File: src/rtl/bfa_pkg.sv
// shared constants, codes and control structs of the bitmap frame allocator
`timescale 1ns / 1ps

package bfa_pkg;

    localparam int WORD_BITS = 64;
    localparam int NUM_WORDS = 64;

    localparam int FIELD_W   = 52;
    localparam int FCNT_W    = 13;
    localparam int STATUS_W  = 2;
    localparam int CFG_IDX_W = 1;

    localparam int CAPACITY  = NUM_WORDS * WORD_BITS;
    localparam int ADDR_W    = (NUM_WORDS > 1) ? $clog2(NUM_WORDS) : 1;
    localparam int BIT_W     = $clog2(WORD_BITS);
    localparam int IDX_W     = ADDR_W + BIT_W;
    localparam int LIM_W     = $clog2(CAPACITY + 1);
    localparam int LWORD_W   = LIM_W - BIT_W;

    localparam logic [CFG_IDX_W-1:0] CFG_FRAME_COUNT = 1'd0;
    localparam logic [CFG_IDX_W-1:0] CFG_BASE_FRAME  = 1'd1;

    localparam logic OP_ALLOC   = 1'b0;
    localparam logic OP_RELEASE = 1'b1;

    localparam logic [STATUS_W-1:0] ST_OK      = 2'd0;
    localparam logic [STATUS_W-1:0] ST_OOM     = 2'd1;
    localparam logic [STATUS_W-1:0] ST_INVALID = 2'd2;

    typedef struct packed {
        logic load;
        logic scan;
        logic mark;
        logic oom;
        logic rel_chk;
        logic rel_rd;
        logic rel_wr;
        logic grant;
        logic emit;
    } cmd_t;

    typedef struct packed {
        logic is_release;
        logic hit;
        logic miss_end;
        logic rel_write;
    } sts_t;

endpackage

File: src/rtl/bfa_ctrl.sv
// controller: request sequencing and both channel handshakes
`timescale 1ns / 1ps

module bfa_ctrl
(
    input  logic          clk,
    input  logic          rst_n,
    input  logic          in_valid,
    output logic          in_stall,
    output logic          out_valid,
    input  logic          out_stall,
    input  bfa_pkg::sts_t sts,
    output bfa_pkg::cmd_t cmd
);

    localparam logic [2:0] S_IDLE    = 3'd0;
    localparam logic [2:0] S_SCAN    = 3'd1;
    localparam logic [2:0] S_GRANT   = 3'd2;
    localparam logic [2:0] S_REL_CHK = 3'd3;
    localparam logic [2:0] S_REL_RD  = 3'd4;
    localparam logic [2:0] S_REL_WR  = 3'd5;
    localparam logic [2:0] S_DONE    = 3'd6;

    logic [2:0] state_reg;
    logic [2:0] state_next;
    logic       out_valid_reg;
    logic       out_valid_next;
    logic       slot_free;

    assign in_stall  = (state_reg != S_IDLE);
    assign slot_free = !out_valid_reg || !out_stall;

    always_comb
    begin
        state_next = state_reg;
        cmd        = '0;
        unique case (state_reg)
            S_IDLE:
            begin
                if (in_valid)
                begin
                    cmd.load   = 1'b1;
                    state_next = sts.is_release ? S_REL_CHK : S_SCAN;
                end
            end
            S_SCAN:
            begin
                cmd.scan = 1'b1;
                if (sts.hit)
                begin
                    cmd.mark   = 1'b1;
                    state_next = S_GRANT;
                end
                else if (sts.miss_end)
                begin
                    cmd.oom    = 1'b1;
                    state_next = S_DONE;
                end
            end
            S_GRANT:
            begin
                cmd.grant  = 1'b1;
                state_next = S_DONE;
            end
            S_REL_CHK:
            begin
                cmd.rel_chk = 1'b1;
                state_next  = sts.rel_write ? S_REL_RD : S_DONE;
            end
            S_REL_RD:
            begin
                cmd.rel_rd = 1'b1;
                state_next = S_REL_WR;
            end
            S_REL_WR:
            begin
                cmd.rel_wr = 1'b1;
                state_next = S_DONE;
            end
            S_DONE:
            begin
                if (slot_free)
                begin
                    cmd.emit   = 1'b1;
                    state_next = S_IDLE;
                end
            end
            default:
            begin
                state_next = S_IDLE;
            end
        endcase
    end

    always_comb
    begin
        out_valid_next = out_valid_reg;
        if (cmd.emit)
        begin
            out_valid_next = 1'b1;
        end
        else if (out_valid_reg && !out_stall)
        begin
            out_valid_next = 1'b0;
        end
    end

    always_ff @(posedge clk or negedge rst_n)
    begin
        if (!rst_n)
        begin
            state_reg     <= S_IDLE;
            out_valid_reg <= 1'b0;
        end
        else
        begin
            state_reg     <= state_next;
            out_valid_reg <= out_valid_next;
        end
    end

    assign out_valid = out_valid_reg;

endmodule

File: config.mk
export PLATFORM = sky130hd
export DESIGN_NAME = bfa_ctrl
export DESIGN_NICKNAME = d
export VERILOG_FILES = /design/src/rtl/bfa_pkg.sv /design/src/rtl/bfa_ctrl.sv
export SDC_FILE = /design/constraint.sdc
export NUM_CORES = 1
export LEC_CHECK = 0
export BUFFER_PORTS_ARGS = -buffer_cell sky130_fd_sc_hd__buf_4
export CAP_MARGIN = 40
export CORE_AREA = 3 3 40 42
export CTS_CLUSTER_SIZE = 12
export DETAILED_ROUTE_END_ITERATION = 10
export DIE_AREA = 0 0 43 45
export SLEW_MARGIN = 20
export SYNTH_ARGS = -nofsm -noshare
export SYNTH_HDL_FRONTEND = slang
export SYNTH_SLANG_ARGS = --single-unit
File: constraint.sdc
create_clock -name clk -period 2 [get_ports clk]
set_clock_uncertainty 0.05 [all_clocks]
set_input_delay 0.3 -clock clk [delete_from_list [all_inputs] [get_ports clk]]
set_output_delay 0.3 -clock clk [all_outputs]
set_load 0.01 [all_outputs]
== After elaboration in Yosys (flattened, before gate mapping) ==
Index checks and enable logic that the tools add are counted.
W data, S select, Z words.

* Bits in registers: 4
* Input bits: 8
* Output and inout port bits: 11
* Logic and storage cells: 41

* Equality and inequality tests: 9
* Multiplexer cells: 21
* Reductions and logical operators: 9

{| class="wikitable"
|+ Operator list
! cell !! number
|-
| $pmux W3 S6 || 1
|-
| $mux W3 || 5
|-
| $mux W1 || 13
|-
| $eq A3 B3 Y1 const B || 3
|-
| $eq A3 B2 Y1 const B || 2
|-
| $mux W2 || 2
|-
| $ne A2 B2 Y1 const B || 2
|-
| $eq A3 B1 Y1 const B || 1
|-
| $logic_not A3 Y1 || 1
|-
| $ne A3 B3 Y1 const B || 1
|-
| $reduce_and A3 Y1 || 1
|-
| $reduce_bool A3 Y1 || 1
|-
| $logic_not A1 Y1 || 2
|-
| $reduce_bool A2 Y1 || 1
|-
| $reduce_or A2 Y1 || 1
|-
| $logic_and A1 B1 Y1 || 1
|-
| $logic_or A1 B1 Y1 || 1
|}

== Longest topological paths before layout ==
* Depth after elaboration: 5
* Depth in mapped cells: 4
* Depth with buffers taken out: 3

== Worst setup path before layout ==
OpenSTA, ideal clock, no wires.

* Path kind: register to output
* From: register state_reg[1]
* To: output cmd[5] in the netlist's numbering
* Arrival time: 1.049 ns
* Setup slack: 0.601 ns
* Cell stages (with the launch flop): 3
* Buffers on the path: 0
* Path through: dfrtp_1 nor3b_1 and3_1

{| class="wikitable"
|+ RTL lines
! what !! RTL line !! source
|-
| start, declared || bfa_ctrl.sv:24 || <nowiki>logic [2:0] state_reg;</nowiki>
|-
| start signal, assigned || bfa_ctrl.sv:117 || <nowiki>state_reg <= state_next;</nowiki>
|-
| end, declared || bfa_ctrl.sv:13 || <nowiki>output bfa_pkg::cmd_t cmd</nowiki>
|}

==> out/qor.yml <==
status: "finished, final reports clean"
cts_made_buffers: 3
tightest_slew_ns: 0.358
layout_worst_path_cycle_share: 0.864
dr.pass1.iters: 4
ys_seq_area_frac: 0.356
drc: 0
path_delay_family: "simple AND/OR/NAND/NOR gates"
cp_slowest_cell: "dfrtp_1"
clock_sinks: 4
largest_reg_flops: 3
worstSkewPairLatency_ns: 0.23
grt_usage: 0.0826
ys_ff_latch: 4
leakagePower_nw: 0.221
die_w_um: 43
ios: 19
drtIter0Drc: 2
setup_tns_ns: 0
synth.top_cell.area_share: 0.356
yosys.area.top_type: "dfrtp_1"
crit_chain: "nor3b_1 -> and3_1 -> buf_4"
initial_core_util: 0.219
rows: 13
worstHoldPathType: "input pin to register"
holdPathEnd: "out_valid"
design.core.area_sq_um: 1280
design_area_sq_um: 445
setup_ws_ns: 0.272
final-hold-violation-count: 0
vias_per_cell: 4.66
htreeDepth: 1
hold_path_depth: 3
drive_above_1_share: 0.396
vias: 317
hpwl_um: 511
critPathKind: "register to output port"
syn_area_sq_um: 282
pre_cts_ws_ns: 0.514
postSynth.asyncResetShare: 1.00
syn_nets: 43
finalNetCount: 63
max_cap_violations: 0
synth_most_common_cell: "dfrtp_1"
avgSynthCellArea_sq_um: 8.04
arrival_ns: 1.38
period_needed_ns: 1.73
yosys-top-cells-count: "dfrtp_1, buf_2, o21ai_0"
grt_setup_unrepaired: "false"
ant_nets: 0
cts_tree: "built"
fmax_mhz: 579
cts_setup_buffers: 0
antenna_found_initial: 0
gp_congestion: 0.732
syn_to_final_growth_pct: 58.2
power_density_nw_per_um2: 1360
clk_pin_slew_ns: 0.04
p_int_mw: 0.355
relSlewSlack: 0.762
ys_warn_count: 0
die-area_sq_um: 1940
antennaDiodeCount: 0
placed_cell_area_sq_um: 413
cts_resized: 0
netSwitchingFraction: 0.413
wire_per_inst_um: 9.94
wl_um: 676
grt-ovfl-total: 0
die_h_um: 45
holdBufCountCts: 1
port_buffers: 18
power.switching_mw: 0.250
synthFlopType: "dfrtp_1"
ys_types: 21
r2r_end: "state_reg[1]"
power_frac_comb: 0.500
rr_worst_depth: 3
critPathCaptureType: "output port"
drv_slew: 0
hold_start: "out_stall"
grt_pass1_vias: 276
p_clk_frac: 0.156
clockBufferDepth: 2
synthCells: 35
critPathLaunchType: "register"
synth-edff-count: 0
ir_drop_mv: 0.656
timing.rr.start: "state_reg[2]"
p_seq_frac: 0.345
crit_path_max_fanout: 13
finalSetupViolCount: 0
grt_start_max_net_pins: 14
grt_pass1_wl_um: 1170
cp_num_buf_inv: 1
clockRootBuffer: "clkbuf_4"
crit_path_max_incr_delay_ns: 0.51
total_power_mw: 0.606
synth_area_leaders: "dfrtp_1, buf_2, o21ai_0"
rrSetupSlack_ns: 0.64
crit_required_ns: 1.65
[power by group through the flow]
stage | registers [mW] | logic [mW] | clock network [mW]
3_3_place_gp | 0.207 | 0.305 | 0
5_1_grt | 0.227 | 0.344 | 0.111
4_1_cts | 0.209 | 0.309 | 0.101
3_5_place_dp | 0.210 | 0.306 | 0
6_report | 0.209 | 0.303 | 0.0944
2_1_floorplan | 0.144 | 0.251 | 0
[logic make-up (layout without fill, tap and decap cells)]
kind of cell    Yosys count  after routing  share of synthesized area
flops                     4              4                      0.356
compound gates           10             10                      0.231
buf+inv                   6             24                      0.107
simple gates             15             15                      0.307
[stage by stage]
step	util	std cells	hold slack (ns)
2_1_floorplan	-	35	-0.0456
3_3_place_gp	0.321	64	0.0471
3_5_place_dp	0.321	64	0.0472
4_1_cts	0.347	68	0.323
5_1_grt	0.347	68	0.350
6_report	0.347	68	0.319
[placed cells by master (no fill, tap or decap), drive strengths merged]
| master | n |
|---|---|
| nor3b | 2 |
| buf | 18 |
| o21ai | 3 |
| nor2 | 2 |
| a311oi | 1 |
| nand2 | 2 |
| clkbuf | 3 |
| o21a | 1 |
| and3 | 2 |
| inv | 2 |
| a21o | 1 |
| nor3 | 2 |
| dlygate4sd3 | 1 |
| or3 | 2 |
| dfrtp | 4 |
| and2 | 1 |
| a21oi | 1 |
| a211oi | 1 |
| a31oi | 1 |
| nor4b | 1 |
| nand2b | 1 |
| o211ai | 1 |
[layer usage]
metal | wire, um | GRT usage
met1 | 290 | 0.0971
met2 | 320 | 0.123
met3 | 66 | 0.0359
met4 | 0 | 0.0542
met5 | 0 | 0
[layout make-up]
cell class | count | area (sq um)
tap | 15 | 18.8
fill | 154 | 840
sequential | 4 | 100
inverter | 2 | 7.51
timing repair buffer | 19 | 145
multi-input combinational | 25 | 151
clock buffer | 3 | 22.5
[how the worst max path moves through the flow]
stage | start | cells past startpoint | endpoint | slack [ns]
6_report | state_reg[0] | 3 | cmd[5] | 0.27
4_1_cts | state_reg[0] | 3 | cmd[5] | 0.26
2_1_floorplan | state_reg[1] | 2 | cmd[5] | 0.60
3_5_place_dp | state_reg[0] | 3 | cmd[5] | 0.51
3_3_place_gp | state_reg[0] | 3 | cmd[5] | 0.54
5_1_grt | state_reg[0] | 3 | cmd[5] | 0.11
[worst reg2reg max path: cells and delay by family (launching register included)]
kind               cells  cell delay (ns)
DFF                    1             0.49
and+or+nand+nor        1             0.43
AOI/OAI and AO/OA      2             0.27
Power figures use the tool's default switching activity.
